`src/rtl/bnms_pkg.sv`:
```
`timescale 1ns / 1ps

package bnms_pkg;

  // Largest run of boxes held on chip.
  localparam int unsigned MaxBoxesDef = 64;

  // Register widths.
  localparam int unsigned ThrW  = 16;
  localparam int unsigned TopKW = 7;

  // Cycles from a settled operand pair to a valid overlap decision.
  localparam int unsigned IouLat = 4;

  // Configuration register indexes.
  typedef enum logic [1:0] {
    CFG_IOU_THRESHOLD  = 2'd0,
    CFG_TOP_K          = 2'd1,
    CFG_GROUP_BY_IMAGE = 2'd2
  } cfg_idx_e;

  // Sequencer states.
  typedef enum logic [2:0] {
    ST_LOAD,
    ST_SEARCH,
    ST_PUSH,
    ST_SUPP,
    ST_FLUSH
  } state_e;

  typedef struct packed {
    logic [15:0] x_low;
    logic [15:0] y_low;
    logic [15:0] x_high;
    logic [15:0] y_high;
    logic [15:0] score;
    logic [7:0]  category;
    logic [15:0] frame_id;
    logic        last_box;
  } box_in_t;

  typedef struct packed {
    logic [15:0] kept_x_low;
    logic [15:0] kept_y_low;
    logic [15:0] kept_x_high;
    logic [15:0] kept_y_high;
    logic [15:0] kept_score;
    logic [7:0]  kept_class;
    logic [15:0] kept_image;
    logic        last_kept;
  } box_out_t;

  // One stored box.
  typedef struct packed {
    logic [15:0] x_low;
    logic [15:0] y_low;
    logic [15:0] x_high;
    logic [15:0] y_high;
    logic [15:0] score;
    logic [7:0]  category;
    logic [15:0] frame_id;
  } box_t;

endpackage

```
`src/rtl/bnms_iou.sv`:
```
`timescale 1ns / 1ps

module bnms_iou import bnms_pkg::*; (
  input  logic            clk_i,
  input  box_t            a_i,
  input  box_t            b_i,
  input  logic [ThrW-1:0] thr_i,
  output logic            hit_o
);

  // Stage 1: intersection edges and box sides.
  logic        disj1_q;
  logic [15:0] ow_q, oh_q, aw_q, ah_q, bw_q, bh_q;
  // Stage 2: areas.
  logic        disj2_q;
  logic [31:0] ov2_q, aa_q, ab_q;
  // Stage 3: union.
  logic        disj3_q;
  logic [31:0] ov3_q;
  logic [32:0] uni_q;
  // Stage 4: scaled terms.
  logic        disj4_q;
  logic [47:0] ovs_q;
  logic [48:0] prod_q;

  logic [15:0] oxl, oxh, oyl, oyh;

  always_comb begin
    oxl = (a_i.x_low  > b_i.x_low)  ? a_i.x_low  : b_i.x_low;
    oxh = (a_i.x_high < b_i.x_high) ? a_i.x_high : b_i.x_high;
    oyl = (a_i.y_low  > b_i.y_low)  ? a_i.y_low  : b_i.y_low;
    oyh = (a_i.y_high < b_i.y_high) ? a_i.y_high : b_i.y_high;
  end

  always_ff @(posedge clk_i) begin
    disj1_q <= (oxl > oxh) || (oyl > oyh);
    ow_q    <= oxh - oxl;
    oh_q    <= oyh - oyl;
    aw_q    <= a_i.x_high - a_i.x_low;
    ah_q    <= a_i.y_high - a_i.y_low;
    bw_q    <= b_i.x_high - b_i.x_low;
    bh_q    <= b_i.y_high - b_i.y_low;

    disj2_q <= disj1_q;
    ov2_q   <= ow_q * oh_q;
    aa_q    <= aw_q * ah_q;
    ab_q    <= bw_q * bh_q;

    disj3_q <= disj2_q;
    ov3_q   <= ov2_q;
    uni_q   <= {1'b0, aa_q} + {1'b0, ab_q} - {1'b0, ov2_q};

    disj4_q <= disj3_q;
    ovs_q   <= {ov3_q, 16'h0000};
    prod_q  <= thr_i * uni_q;
  end

  // Suppress when overlap * 65536 exceeds threshold * union.
  assign hit_o = !disj4_q && ({1'b0, ovs_q} > prod_q);

endmodule
```
`config.mk`:
```
export PLATFORM = sky130hd
export DESIGN_NAME = bnms_iou
export DESIGN_NICKNAME = d
export VERILOG_FILES = /design/src/rtl/bnms_pkg.sv /design/src/rtl/bnms_iou.sv
export SDC_FILE = /design/constraint.sdc
export NUM_CORES = 2
export LEC_CHECK = 0
export BUFFER_PORTS_ARGS = -buffer_cell sky130_fd_sc_hd__buf_2
export CORE_UTILIZATION = 35
export CTS_CLUSTER_DIAMETER = 50
export CTS_CLUSTER_SIZE = 40
export DETAILED_ROUTE_END_ITERATION = 10
export HOLD_SLACK_MARGIN = 0.02
export PLACE_DENSITY = 0.56
export SYNTH_ARGS = -nofsm -noshare
export SYNTH_HDL_FRONTEND = slang
export SYNTH_SLANG_ARGS = --single-unit
export TNS_END_PERCENT = 50
```
`constraint.sdc`:
```
create_clock -name clk_i -period 8.6 [get_ports clk_i]
set_input_delay 0.86 -clock clk_i [delete_from_list [all_inputs] [get_ports clk_i]]
set_output_delay 0.86 -clock clk_i [all_outputs]
set_load 0.1 [all_outputs]
```
Word-level counts from Yosys, hierarchy flattened
Index checks and enable logic that the tools add are counted.
W data, S select, Z words.
{"block": "word_totals", "regBits": 342, "in_bits": 225}
{"block": "classes", "addsub": 8, "mul": 4, "n_lt_le_gt_ge": 7, "mux": 4, "reduce_logical": 3}
{"cell": "$mul A16 B16 Y32", "n": 3}
{"cell": "$sub A16 B16 Y16", "n": 6}
{"cell": "$gt A16 B16 Y1", "n": 4}
{"cell": "$mux W16", "n": 4}
{"cell": "$gt A48 B49 Y1", "n": 1}
{"cell": "$mul A16 B33 Y49", "n": 1}
{"cell": "$add A32 B32 Y33", "n": 1}
{"cell": "$sub A33 B32 Y33", "n": 1}
{"cell": "$lt A16 B16 Y1", "n": 2}
{"cell": "$logic_and A1 B1 Y1", "n": 1}
{"cell": "$logic_not A1 Y1", "n": 1}
{"cell": "$logic_or A1 B1 Y1", "n": 1}

Logic depth before layout (Yosys ltp)
{"block": "depth", "word_depth": 4, "depth_mapped": 24}

Worst setup path after synthesis
Ideal clock, no wire load.
{"block": "synth_path", "path_kind": "input port to flip-flop", "startpoint": "input port thr_i[7]", "endpoint": "register prod_q[42]", "t_arrival_ns": 6.332, "required_time_ns": 8.475, "setup_slack_ns": 2.143, "path_stages": 23, "path_cell_list": "clkbuf_1 -> nand2_1 -> fa_1 -> inv_1 -> fa_1 -> inv_1 -> fa_1 -> inv_1 -> fa_1 -> fa_1 -> inv_1 -> fa_1 -> inv_1 -> ha_1 -> nand3_1 -> or3_1 -> nor3_1 -> nand3_1 -> a41oi_1 -> o21ai_0 -> o31ai_2 -> a21boi_1 -> xnor2_1"}
{"block": "synth_between", "elab_chain_len": 1}
{"item": "start, declared", "line_no": "bnms_iou.sv:7", "text": "input logic [ThrW-1:0] thr_i,"}
{"item": "$mul A16 B33 Y49", "line_no": "bnms_iou.sv:55", "text": "prod_q <= thr_i * uni_q;"}
{"item": "end signal, assigned", "line_no": "bnms_iou.sv:55"}
{"item": "end, declared", "line_no": "bnms_iou.sv:24", "text": "logic [48:0] prod_q;"}
Every way passes these cells.

Final worst setup path
{"block": "layout_path", "startpoint": "register ah_q[5]", "endpoint": "register aa_q[30]"}
{"block": "layout_between", "elab_chain_len": 1}
{"item": "start, declared", "line_no": "bnms_iou.sv:13", "text": "logic [15:0] ow_q, oh_q, aw_q, ah_q, bw_q, bh_q;"}
{"item": "start signal, assigned", "line_no": "bnms_iou.sv:40", "text": "ah_q <= a_i.y_high - a_i.y_low;"}
{"item": "$mul A16 B16 Y32", "line_no": "bnms_iou.sv:46", "text": "aa_q <= aw_q * ah_q;"}
{"item": "end signal, assigned", "line_no": "bnms_iou.sv:46"}
{"item": "end, declared", "line_no": "bnms_iou.sv:16", "text": "logic [31:0] ov2_q, aa_q, ab_q;"}
Every way passes these cells.

==> impl_metrics.tcl <==
set metrics [dict create \
    crit_top_cell "fa_1" \
    netlist_area_um2 57900 \
    worst_ep_arrival_time_ns 7.53 \
    grt_max_degree 34 \
    cpMaxStageDelayCell "dfxtp_1" \
    hold_violations 0 \
    dpl.hpwl_um 125000 \
    slew_violations 0 \
    io_buffers 145 \
    firstDrtPassIters 5 \
    clock_latency_ns 0.62 \
    grt_pass1_wl_um 250000 \
    rows 148 \
    skew_ns 0.0445 \
    synth-seq-cells 342 \
    cts_tree "yes" \
    path_buf_inv 5 \
    rsz0062_at_grt "false" \
    relSlewSlack_pct 32.3 \
    synth_flop_cell "dfxtp_1" \
    die_y_um 409 \
    wl_per_cell_um 17.5 \
    crit_family "adder cells" \
    nets 8438 \
    tightest_slew_ns 1.01 \
    fmax_ghz 0.141 \
    start_kind "flip-flop" \
    yosysSeqAreaShare_pct 11.8 \
    ant_nets 0 \
    fp.coreArea_um2 164000 \
    grt.overflow.total 0 \
    min_period_over_period_pct 82.2 \
    holdCritStartpoint "ov3_q[1]$_DFF_P_" \
    rrSetupSlack_ns 1.53 \
    status "complete, no violations" \
    cts_resized 0 \
    gp_routability_congestion 0.932 \
    ctsHoldBuffers 0 \
    clkTransAtPathRegs_ns 0.08 \
    drt-initial-drc-count 1914 \
    crit_type "reg -> reg" \
    path_max_fanout 16 \
    whs_path_depth 0 \
    vias 42300 \
    drv_cap 0 \
    cts_buffers 45 \
    setup_viol 0 \
    wl_um 152000 \
    r2r-start "ah_q[5]$_DFF_P_" \
    syn_avg_cell_area_um2 8.94 \
    worstSetupEndpointType "flip-flop" \
    ys_warn_count 0 \
    synthDistinctLibCells 76 \
    reg2reg_to "aa_q[30]$_DFF_P_" \
    rr_worst_depth 22 \
    cts.sinks 342 \
    synth_edf_count 0 \
    cts_buffer_depth 3 \
    cp.required_ns 9.06 \
    fp.dieArea_um2 167000 \
    die_w_um 409 \
    clockRootBuffer "clkbuf_16" \
    postCtsSetupBuffers 0 \
    area_delta_synth_final_pct 8.07 \
    setup_tns_ns 0 \
    fillers 16600 \
    drive_above_1_share_pct 5.12 \
    vias_per_cell 4.84 \
    grtUsageTotal_pct 18.8 \
    cts_max_level 2 \
    grt_pass1_vias 46100 \
    min_to "ovs_q[17]$_DFF_P_" \
    antenna_found_initial 11 \
    synth_cells 6478 \
    ios 226 \
    slowest_delay_ns 0.88 \
    crit_chain "nand2_1, fa_1, inv_1, fa_1, inv_1, fa_1, inv_1, fa_1, inv_1, fa_1, fa_1, inv_1, ha_1, a21o_1, a21o_1, a21oi_1, o21ai_0, a311o_1, a31oi_1, o21ai_0, a21oi_1, xnor2_1" \
    finalCriticalPeriod_ns 7.07 \
    drc 0 \
    async_flop_share_pct 0 \
    hold_class "reg -> reg" \
    start_util_pct 35.4 \
    synth_nets 8407 \
]
worst max path at each step:
stage                            startpoint                 end  slack (ns)  cells after the start
after global routing      uni_q[17]$_DFF_P_  prod_q[46]$_DFF_P_        1.11                     20
after detailed placement           thr_i[1]  prod_q[48]$_DFF_P_        1.00                     21
after floorplan                    thr_i[7]  prod_q[42]$_DFF_P_        2.14                     23
after CTS                 uni_q[16]$_DFF_P_  prod_q[46]$_DFF_P_        1.56                     20
after global placement             thr_i[1]  prod_q[46]$_DFF_P_        1.02                     21
final                       ah_q[5]$_DFF_P_    aa_q[30]$_DFF_P_        1.53                     22
state kept, by name, summed over array words and instances (netlist names), 16 cells and up:
name	count
ov2_q	32
bw_q	16
aa_q	32
ab_q	32
oh_q	16
uni_q	33
aw_q	16
ov3_q	32
bh_q	16
ow_q	16
prod_q	49
ovs_q	32
ah_q	16
final cells by class:
class / instances / area [um^2] / share of cell area (%)
flip-flops and latches: 342 / 6850 / 10.9
diodes: 2 / 5.00 / 0.00800
well taps: 2175 / 2720 / 4.35
inverters: 1489 / 5590 / 8.93
clock inverters: 38 / 524 / 0.838
multi-input cells: 4446 / 44700 / 71.5
repair buffers: 185 / 1030 / 1.64
clock buffers: 46 / 1140 / 1.82
cells in the mapped netlist, drive strengths merged (4+ instances only):
master / number / share of area, %
a21oi: 229 / 2.0
nor2: 147 / 0.95
nor3: 37 / 0.32
a21boi: 10 / 0.13
inv: 1489 / 9.7
nand3: 37 / 0.32
nor2b: 34 / 0.37
o41ai: 7 / 0.13
xnor2: 181 / 2.7
mux2i: 23 / 0.40
nand2: 911 / 5.9
or2: 7 / 0.076
or3: 12 / 0.13
o311ai: 7 / 0.11
nand2b: 25 / 0.27
a21o: 147 / 1.9
a41o: 5 / 0.086
a41oi: 8 / 0.13
buf: 8 / 0.067
a31oi: 17 / 0.18
fa: 1052 / 36
o211ai: 12 / 0.16
nand4: 44 / 0.48
and2: 487 / 5.3
o31ai: 12 / 0.18
xor2: 57 / 0.86
o31a: 4 / 0.061
nor4: 5 / 0.054
mux2: 29 / 0.56
a221oi: 5 / 0.086
a211o: 8 / 0.12
a31o: 10 / 0.17
o21bai: 27 / 0.35
and3: 12 / 0.13
o21a: 26 / 0.34
a211oi: 17 / 0.22
dfxtp: 342 / 12
o21ai: 112 / 0.97
clkbuf: 193 / 1.3
ha: 652 / 14
per-layer routing:
layer / track usage [%] / vias up / part of all wire [%]
met4: 5.36 / 14 / 3.0
li1: - / 19700 / -
met1: 24.8 / 21300 / 45
met5: 0 / - / 0.060
met2: 32.2 / 972 / 48
met3: 2.20 / 224 / 4.4
placed cells by master, fill, tap and decap left out, types with 7 or more instances in the layout:
master and count:
inv_1 1489, fa_1 1052, nand2_1 911, ha_1 652
and2_1 487, dfxtp_1 342, a21oi_1 223, xnor2_1 181
nor2_1 147, a21o_1 147, buf_2 145, o21ai_0 105
xor2_1 57, clkbuf_16 45, nand4_1 44, buf_4 40
nand3_1 37, nor3_1 37, nor2b_1 34, mux2_2 29
o21bai_1 27, o21a_1 26, nand2b_1 25, mux2i_1 23
a211oi_1 17, a31oi_1 17, and3_1 12, or3_1 12
o211ai_1 11, clkinv_8 11, a31o_2 9, a21boi_0 9
a211o_1 8, o31ai_1 8, inv_12 8, o21ai_1 7
a41oi_1 7
per-stage QoR:
| stage | area, um^2 | std cells | worst slack [ns] | utilization [%] | hold slack, ns |
|---|---|---|---|---|---|
| global placement | 60900 | 8637 | 1.02 | 37.2 | 0.312 |
| detailed placement | 60900 | 8637 | 1.00 | 37.2 | 0.312 |
| finish | 62600 | 8723 | 1.53 | 38.3 | 0.314 |
| global route | 62600 | 8722 | 1.11 | 38.3 | 0.316 |
| floorplan | 57900 | 6478 | 2.14 | - | 0.310 |
| CTS | 62600 | 8721 | 1.56 | 38.3 | 0.318 |
cells by family (layout without fill, tap and decap cells):
logic type | after synthesis | after routing | synth area share [%]
and+or+nand+nor | 1766 | 1766 | 14.4
adders and majority gates | 1704 | 1704 | 50.5
buffers and inverters | 1690 | 1758 | 11.0
AOI/OAI and AO/OA | 686 | 686 | 7.79
DFF | 342 | 342 | 11.8
xor gates and xnor gates | 238 | 238 | 3.60
muxes | 52 | 52 | 0.962
other | 0 | 2 | 0
Power is left out: the tool's default activity adds up to more than one toggle a clock period on the data nets, which glitch-free logic cannot reach.
