===== config.mk =====
export PLATFORM = sky130hd
export DESIGN_NAME = bnms_cell
export DESIGN_NICKNAME = d
export VERILOG_FILES = /design/src/rtl/bnms_pkg.sv /design/src/rtl/bnms_cell.sv
export SDC_FILE = /design/constraint.sdc
export NUM_CORES = 1
export LEC_CHECK = 0
export ABC_CLOCK_PERIOD_IN_PS = 1300
export BUFFER_PORTS_ARGS = -buffer_cell sky130_fd_sc_hd__buf_4
export CORE_ASPECT_RATIO = 0.7
export CORE_UTILIZATION = 44
export DETAILED_ROUTE_END_ITERATION = 6
export GPL_ROUTABILITY_DRIVEN = 0
export HOLD_SLACK_MARGIN = 0.12
export PLACE_DENSITY_LB_ADDON = 0.1
export SYNTH_ARGS = -nofsm -noshare
export SYNTH_HDL_FRONTEND = slang
export SYNTH_SLANG_ARGS = --single-unit

===== constraint.sdc =====
create_clock -name clk_i -period 1.3 [get_ports clk_i]
set_input_delay 0.325 -clock clk_i [delete_from_list [all_inputs] [get_ports clk_i]]
set_output_delay 0.325 -clock clk_i [all_outputs]
set_load 0.005 [all_outputs]

===== src/rtl/bnms_pkg.sv =====
`timescale 1ns / 1ps

package bnms_pkg;

  // Largest run of boxes held on chip.
  localparam int unsigned MaxBoxesDef = 64;

  // Register widths.
  localparam int unsigned ThrW  = 16;
  localparam int unsigned TopKW = 7;

  // Cycles from a settled operand pair to a valid overlap decision.
  localparam int unsigned IouLat = 4;

  // Configuration register indexes.
  typedef enum logic [1:0] {
    CFG_IOU_THRESHOLD  = 2'd0,
    CFG_TOP_K          = 2'd1,
    CFG_GROUP_BY_IMAGE = 2'd2
  } cfg_idx_e;

  // Sequencer states.
  typedef enum logic [2:0] {
    ST_LOAD,
    ST_SEARCH,
    ST_PUSH,
    ST_SUPP,
    ST_FLUSH
  } state_e;

  typedef struct packed {
    logic [15:0] x_low;
    logic [15:0] y_low;
    logic [15:0] x_high;
    logic [15:0] y_high;
    logic [15:0] score;
    logic [7:0]  category;
    logic [15:0] frame_id;
    logic        last_box;
  } box_in_t;

  typedef struct packed {
    logic [15:0] kept_x_low;
    logic [15:0] kept_y_low;
    logic [15:0] kept_x_high;
    logic [15:0] kept_y_high;
    logic [15:0] kept_score;
    logic [7:0]  kept_class;
    logic [15:0] kept_image;
    logic        last_kept;
  } box_out_t;

  // One stored box.
  typedef struct packed {
    logic [15:0] x_low;
    logic [15:0] y_low;
    logic [15:0] x_high;
    logic [15:0] y_high;
    logic [15:0] score;
    logic [7:0]  category;
    logic [15:0] frame_id;
  } box_t;

endpackage


===== src/rtl/bnms_cell.sv =====
`timescale 1ns / 1ps

module bnms_cell import bnms_pkg::*; #(
  parameter int unsigned IdxW = 6
) (
  input  logic            clk_i,
  input  logic            rst_ni,
  input  logic            shift_i,
  input  logic            clr_i,
  input  box_t            nxt_box_i,
  input  logic [IdxW-1:0] nxt_idx_i,
  input  logic            nxt_alive_i,
  output box_t            box_o,
  output logic [IdxW-1:0] idx_o,
  output logic            alive_o
);

  box_t            box_q;
  logic [IdxW-1:0] idx_q;
  logic            alive_q, alive_d;

  // Payload takes the neighbor's word on a shift.
  always_ff @(posedge clk_i) begin
    if (shift_i) begin
      box_q <= nxt_box_i;
      idx_q <= nxt_idx_i;
    end
  end

  // The alive mark moves with the payload and is cleared at the end of a run.
  always_comb begin
    alive_d = alive_q;
    if (clr_i) begin
      alive_d = 1'b0;
    end else if (shift_i) begin
      alive_d = nxt_alive_i;
    end
  end

  always_ff @(posedge clk_i or negedge rst_ni) begin
    if (!rst_ni) begin
      alive_q <= 1'b0;
    end else begin
      alive_q <= alive_d;
    end
  end

  assign box_o   = box_q;
  assign idx_o   = idx_q;
  assign alive_o = alive_q;

endmodule


# == Word-level counts from Yosys, hierarchy flattened ==
# Index checks and enable logic that the tools add are counted.
# op_classes
reduce_logical,1
muxes,2
# ops
cell,count
1-bit two-way mux,2
2-bit nonzero test,1
# totals
ff_bits,111
word_cells,12
output_inout_bits,111
in_bits,115

# == Depth between registers and ports, before layout ==
# Gate-level depths: netlist (run 1).
# logic_depth
ltp_word,2
mapped_depth,2
depth_no_buf,2

# == Worst setup path after synthesis (run 1) ==
# No wires, ideal clock.
# synth_timing
kind,reg2out
startpoint,"reg alive_q, in the netlist alive_o"
endpoint,out alive_o
arrival_ns,0.361
n_path_buf,0
slack_ns,0.614
required_ns,0.975
stages_incl_launch_ff,1
cell_sequence,dfrtp_1
# synth_rtl
element,line,source
from (decl),bnms_cell.sv:20,"logic alive_q, alive_d;"
from (signal assigned),bnms_cell.sv:44,alive_q <= alive_d;
to (decl),bnms_cell.sv:15,output logic alive_o
# No word-level cell between the ends.

# == Worst setup path in the final report (run 1) ==
# layout_timing
startpoint,reg box_q (netlist bit box_o[8])
endpoint,out box_o[8] (netlist bit)
# layout_rtl
element,line,source
from (decl),bnms_cell.sv:18,box_t box_q;
from (signal assigned),bnms_cell.sv:25,box_q <= nxt_box_i;
to (decl),bnms_cell.sv:13,"output box_t box_o,"
# No word-level cell between the ends.

==> results of run 1 <==
## worst paths after layout
check | start | end | slack [ns] | depth (start not counted)
max | box_o[8]$_DFFE_PP_ | box_o[8] | 0.05 | 1
min reg2reg | alive_o$_DFFE_PN0P_ | alive_o$_DFFE_PN0P_ | 0.63 | 2
max reg2reg | alive_o$_DFFE_PN0P_ | alive_o$_DFFE_PN0P_ | 0.53 | 2
min | nxt_box_i[69] | box_o[69]$_DFFE_PP_ | 0.14 | 1
max in group asynchronous | rst_ni | alive_o$_DFFE_PN0P_ | 0.95 | 2
min in group asynchronous | rst_ni | alive_o$_DFFE_PN0P_ | 0.27 | 2
## flip-flops by register name, indices dropped and copies added (netlist names)
signal / cells
box_o: 104
idx_o: 6
alive_o: 1
## cell type report
type                    count  area share (%)
flip-flops and latches    111            53.0
well taps                  98            1.95
repair buffers            318            42.1
clock inverters             7           0.757
multi-input cells           2           0.219
clock buffers               9            1.97
## cell usage after synthesis, drive strengths merged
cell type,n
mux2i,1
nor2,1
edfxtp,110
dfrtp,1
## power breakdown
group	switching (uW)	internal, uW	total [uW]
sequential	85.9	4240	4330
combinational	331	716	1050
clock	1100	703	1800
total	1520	5660	7180
## repair_timing
action                                 CTS  global route
hold buffers                             2            87
gates resized for setup                  0             0
setup buffers                            0             0
endpoints found under the hold margin    2            87
## cell families (layout without fill, tap and decap cells)
| logic type | count (synthesis) | in the layout | synth area share, % |
|---|---|---|---|
| mux | 1 | 1 | 0.300 |
| flops | 111 | 111 | 99.6 |
| buf+inv | 0 | 334 | 0 |
| simple gates | 1 | 1 | 0.112 |
## layer usage
| metal | GRT usage, % | up-vias | part of all wire (%) |
|---|---|---|---|
| met1 | 18.7 | 1120 | 33 |
| met5 | 0 | - | 0 |
| met2 | 31.9 | 133 | 58 |
| met3 | 8.57 | 5 | 8.8 |
| li1 | - | 1116 | - |
| met4 | 5.56 | 0 | 0.42 |
## metrics by stage
| step | total power, uW | area [um^2] |
|---|---|---|
| floorplan | 4440 | 3340 |
| global placement | 5200 | 5220 |
| detailed placement | 5220 | 5220 |
| CTS | 6990 | 5410 |
| global route | 7470 | 6280 |
| finish | 7180 | 6280 |
==> impl_results.md, run 1 <==
- Critical path peak fanout: 1
- Core area: 7320 um^2
- Max clock buf depth: 2
- Final worst-path cycle share: 96.0%
- Post-DRT Antenna Nets: 0
- Slew of the pin with the lowest slew margin: 0.188 ns
- FF+latch area: 3330 um^2
- Full die area: 7950 um^2
- Post-DR wirelength/cell: 16.8 um
- Via/cell ratio: 4.36
- Netlist cell types: 4
- Syn_nets: 228
- Seq/Total Area, Yosys: 99.6%
- Final Critical Period: 1.25 ns
- Final Setup Violations: 0
- Setup_tns: 0 ns
- Hold Path Class: in -> reg
- Die Y: 74.9 um
- Clock Sinks: 111
- Synth top area cells: edfxtp_1 99%, dfrtp_1 0.75%, mux2i_1 0.30%, nor2_1 0.11%
- RSZ-0062 raised after global routing: false
- Clk root buf: clkbuf_8
- Final Non-Filler Cells: 545
- Element type at the critical path end: primary output
- Slew Limit Fails: 0
- Area grow syn2layout: 88.0%
- Post-Syn Area: 3340 um^2
- Nets: 557
- Worst skew pair latency: 0.35 ns
- Setup slack at placement: 0.176 ns
- CTS tree: yes
- Crit path max-delay family: flip-flops
- GRT Total Usage: 17.7%
- CP bufs+invs: 1
- Initial core utilization: 45.7%
- Yosys top cell by area: edfxtp_1
- DRT iter0 DRCs: 102
- Slowest CP cell: edfxtp_1
- Seq cells post-synth: 111
- Peak supply drop: 717 uV
- Power Density: 1140 nW/um^2
- Startpoint types: flop
- # DRC: 0
- Max Cap Viol: 0
- Setup ws final: 0.0520 ns
- Initial antenna violation count: 0
- N_diodes: 0
- CP cell instances: buf_4
- Fin Hold WS: 0.145 ns
- TritonCTS buffer count: 9
- WS Path Type: reg -> out
- Htree depth: 3
- Commonest non-fill, non-tap cell in the layout: buf_4
- Fmax achieved: 801 MHz
- Via count: 2,374
- Core Util, Final: 85.8%
- Area taken by multi-input logic gates: 13.8 um^2
- Fin. Hold Viols: 0
- Placed Cells: 440
- Share of the synthesized area in the top cell type: 98.8%
- Slowest stage delay, CP: 0.41 ns
- Cell row count: 26
- Largest net degree at the start of global routing: 35
- Skew final: 0 ns
- Status: finished clean
- First-pass GRT wire length: 9890 um
- PortBufs: 225
- CP required: 0.98 ns
- Commonest cells after routing, fill and taps aside: 226 x buf_4, 110 x edfxtp_1, 89 x dlygate4sd3_1
- Fillers: 336
- Max_slew headroom: 87.1%
- Leak Pwr: 0.00267 uW
- Die width: 106 um
- Vias in the first global route: 1,852
- I/O Pins: 226
- Remaining global-route overflow: 0
- CTS clk-pin slew, worst paths: 0.10 ns
- Synth warn: 0
- Total iterations of the first detailed-routing run: 4
- Mean post-synth cell area: 29.6 um^2
- Syn Inst Count: 113
- Share of post-route cells with drive strength above 1: 54.4%
- Final wirelength: 9150 um
- Worst EP arrival: 0.92 ns
No activity file was read; power rests on OpenSTA's default activity.
==> run 2: changes to the inputs <==
ABC_AREA = 1   (was default)
RECOVER_POWER = 100   (was default)
==> run 2 against run 1 <==
  * Sequential power barely moved
  * Utilization increased by 0.77 points
  * Largest power group unchanged
  * Critical path type unchanged
  * Critical endpoint is now box_o[76]
  * Global-route usage rose by 0.66 points
  * Power increased by 1.6%
  * Sequential share of layout area is 0.47 points lower
  * First-iteration DRC count increased by 0.98%
  * Clock power increased by 9%
==> impl_results.md, run 2 <==
- Status: finished clean (unchanged)
- Critical path peak fanout: 1 (unchanged)
- Commonest cells after routing, fill and taps aside: 187 x clkbuf_4, 110 x edfxtp_1, 105 x dlygate4sd3_1 (was 226 x buf_4, 110 x edfxtp_1, 89 x dlygate4sd3_1)
- Core area: 7320 um^2 (unchanged)
- CP cell instances: buf_4 (unchanged)
- Final Critical Period: 1.28 ns (was 1.25 ns)
- Met1 GRT Util: 19.1% (was 18.7%)
- Most frequent cell after synthesis: edfxtp_1 (unchanged)
- Largest net degree at the start of global routing: 24 (was 35)
- Seq/Total Area, Yosys: 99.4% (was 99.6%)
- Die Y: 75.0 um (was 74.9 um)
- CP required: 0.98 ns (about the same)
- Hold Path Class: in -> reg (unchanged)
- Seq cells post-synth: 111 (unchanged)
- Clk root buf: clkbuf_8 (unchanged)
- Die width: 106 um (about the same)
- Max Cap Viol: 0 (unchanged)
- Setup ws final: 0.0195 ns (was 0.0520 ns)
- Via/cell ratio: 4.49 (was 4.36)
- Post-DRT Antenna Nets: 0 (unchanged)
- GRT Total Usage: 18.3% (was 17.7%)
- DRT iter0 DRCs: 103 (was 102)
- Crit path max-delay family: flip-flops (unchanged)
- Remaining global-route overflow: 0 (unchanged)
- Via count: 2,545 (was 2,374)
- Met2 Use GR: 31.6% (was 31.9%)
- Main synth FF type: edfxtp_1 (unchanged)
- Mean post-synth cell area: 28.9 um^2 (was 29.6 um^2)
- CTS tree: yes (unchanged)
- Post-CTS Resized: 0 (unchanged)
- Worst skew pair latency: 0.35 ns (about the same)
- Share of the synthesized area in the top cell type: 98.7% (was 98.8%)
- Post-Syn Area: 3350 um^2 (was 3340 um^2)
- Post-DR wirelength/cell: 17.3 um (was 16.8 um)
- Setup slack at placement: 0.203 ns (was 0.176 ns)
- Skew final: 0 ns (unchanged)
- Slowest stage delay, CP: 0.44 ns (was 0.41 ns)
- Clock Sinks: 111 (unchanged)
- PortBufs: 225 (unchanged)
- Vias in the first global route: 2,048 (was 1,852)
- CTS clk-pin slew, worst paths: 0.10 ns (about the same)
- TritonCTS buffer count: 9 (unchanged)
- Cts hold-fix bufs: 22 (was 2)
- Setup bufs post-CTS: 0 (unchanged)
- Fmax achieved: 781 MHz (was 801 MHz)
- Final worst-path cycle share: 98.5% (was 96.0%)
- Peak supply drop: 752 uV (was 717 uV)
- Worst EP arrival: 0.96 ns (was 0.92 ns)
- Max_slew headroom: 62.9% (was 87.1%)
- Share of post-route cells with drive strength above 1: 47.0% (was 54.4%)
- Total power: 7290 uW (was 7180 uW)
- Htree depth: 3 (unchanged)
- Ys async rst share: 0.901% (unchanged)
- CP bufs+invs: 1 (unchanged)
- Power Density: 1150 nW/um^2 (was 1140 nW/um^2)
- Max clock buf depth: 2 (unchanged)
- Synth top area cells: edfxtp_1 99%, dfrtp_1 0.75%, nand2_1 0.22%, nand3_1 0.15%, inv_1 0.11% (was edfxtp_1 99%, dfrtp_1 0.75%, mux2i_1 0.30%, nor2_1 0.11%)
- Netlist cell types: 6 (was 4)
- Slew of the pin with the lowest slew margin: 0.556 ns (was 0.188 ns)
- Post-synth EDFFs: 110 (unchanged)
- Nets: 578 (was 557)
- Initial antenna violation count: 1 (was 0)
- Startpoint types: flop (unchanged)
- Slowest CP cell: edfxtp_1 (unchanged)
- Full die area: 7970 um^2 (was 7950 um^2)
- Fin. Hold Viols: 0 (unchanged)
- Total iterations of the first detailed-routing run: 5 (was 4)
- Initial core utilization: 45.7% (about the same)
- Syn Inst Count: 116 (was 113)
- Synth warn: 0 (unchanged)
- Element type at the critical path end: primary output (unchanged)
- Commonest non-fill, non-tap cell in the layout: clkbuf_4 (was buf_4)
- R2r setup slk: 0.65 ns (was 0.53 ns)
- Leak Pwr: 0.00261 uW (was 0.00267 uW)
- First-pass GRT wire length: 10,300 um (was 9890 um)
- Yosys top cell by area: edfxtp_1 (unchanged)
- # DRC: 0 (unchanged)
- Top post-synthesis cells by count: 110 x edfxtp_1, 2 x nand2_1 (was 110 x edfxtp_1, 1 x dfrtp_1, 1 x mux2i_1, 1 x nor2_1)
- Hpwl dp: 5600 um
- Final Setup Violations: 0 (unchanged)
- Most Crowded Layer GR: met2 (unchanged)
- Fillers: 343 (was 336)
- Max reg flops: 104 (unchanged)
- Cell row count: 26 (unchanged)
- Syn_nets: 231 (was 228)
- Area grow syn2layout: 89.3% (was 88.0%)
- Final wirelength: 9830 um (was 9150 um)
- Slew Limit Fails: 0 (unchanged)
- Met3 GRT Util: 9.87% (was 8.57%)
- I/O Pins: 226 (unchanged)
- WS Path Type: reg -> out (unchanged)
-- run 2: changes by cell type after synthesis, sizes merged --
cell,before,now
inv,0,1
mux2i,1,0
nand2,0,2
nand3,0,1
-- run 2: worst paths after layout --
path	from	end	depth (start not counted)
max in group asynchronous	rst_ni	alive_o$_DFFE_PN0P_	2
min	nxt_box_i[13]	box_o[13]$_DFFE_PP_	1
min in group asynchronous	rst_ni	alive_o$_DFFE_PN0P_	2
max reg2reg	alive_o$_DFFE_PN0P_	alive_o$_DFFE_PN0P_	2
min reg2reg	alive_o$_DFFE_PN0P_	alive_o$_DFFE_PN0P_	2
max	box_o[76]$_DFFE_PP_	box_o[76]	1
-- run 2: worst reg2reg max path, delay by kind of cell (launching register included) --
kind | cells | cell delay (ns)
DFF | 1 | 0.41
and+or+nand+nor | 2 | 0.14
-- run 2: report_power, final --
group | internal (uW) | total [uW] | switching, uW
clock | 893 | 1960 | 1070
sequential | 4240 | 4330 | 89.3
combinational | 654 | 994 | 339
total | 5790 | 7290 | 1500
-- run 2: area by class of cell --
class                   count  area, um^2  area share [%]
multi-input cells           4        16.3           0.257
diodes                      1        2.50          0.0395
well taps                  98         123            1.93
clock buffers              11         131            2.07
clock inverters             5        58.8           0.928
flip-flops and latches    111        3330            52.5
repair buffers            336        2680            42.2
inverters                   1        3.75          0.0592
-- run 2: stage by stage --
stage          util [%]  TNS [ns]  hold WS [ns]  instance area (um^2)  cells
2_1_floorplan         -         0        0.0294                  3350    116
3_3_place_gp       72.0         0         0.103                  5270    445
3_5_place_dp       72.0         0         0.102                  5270    445
4_1_cts            77.6         0         0.120                  5680    483
5_1_grt            86.6   -0.0174         0.150                  6340    567
6_report           86.6         0         0.170                  6340    567
-- run 2: logic make-up (layout without fill, tap and decap cells) --
group	count (synthesis)	in the layout	synth area share, %
other	0	1	0
buffers and inverters	1	353	0.112
flip-flops	111	111	99.4
AND/OR/NAND/NOR	4	4	0.486
-- run 2: metal layers --
layer  part of all wire, %  vias up
li1                      -     1160
met1                    35     1222
met2                    55      151
met3                   7.8       12
met4                   1.7        0
met5                     0        -
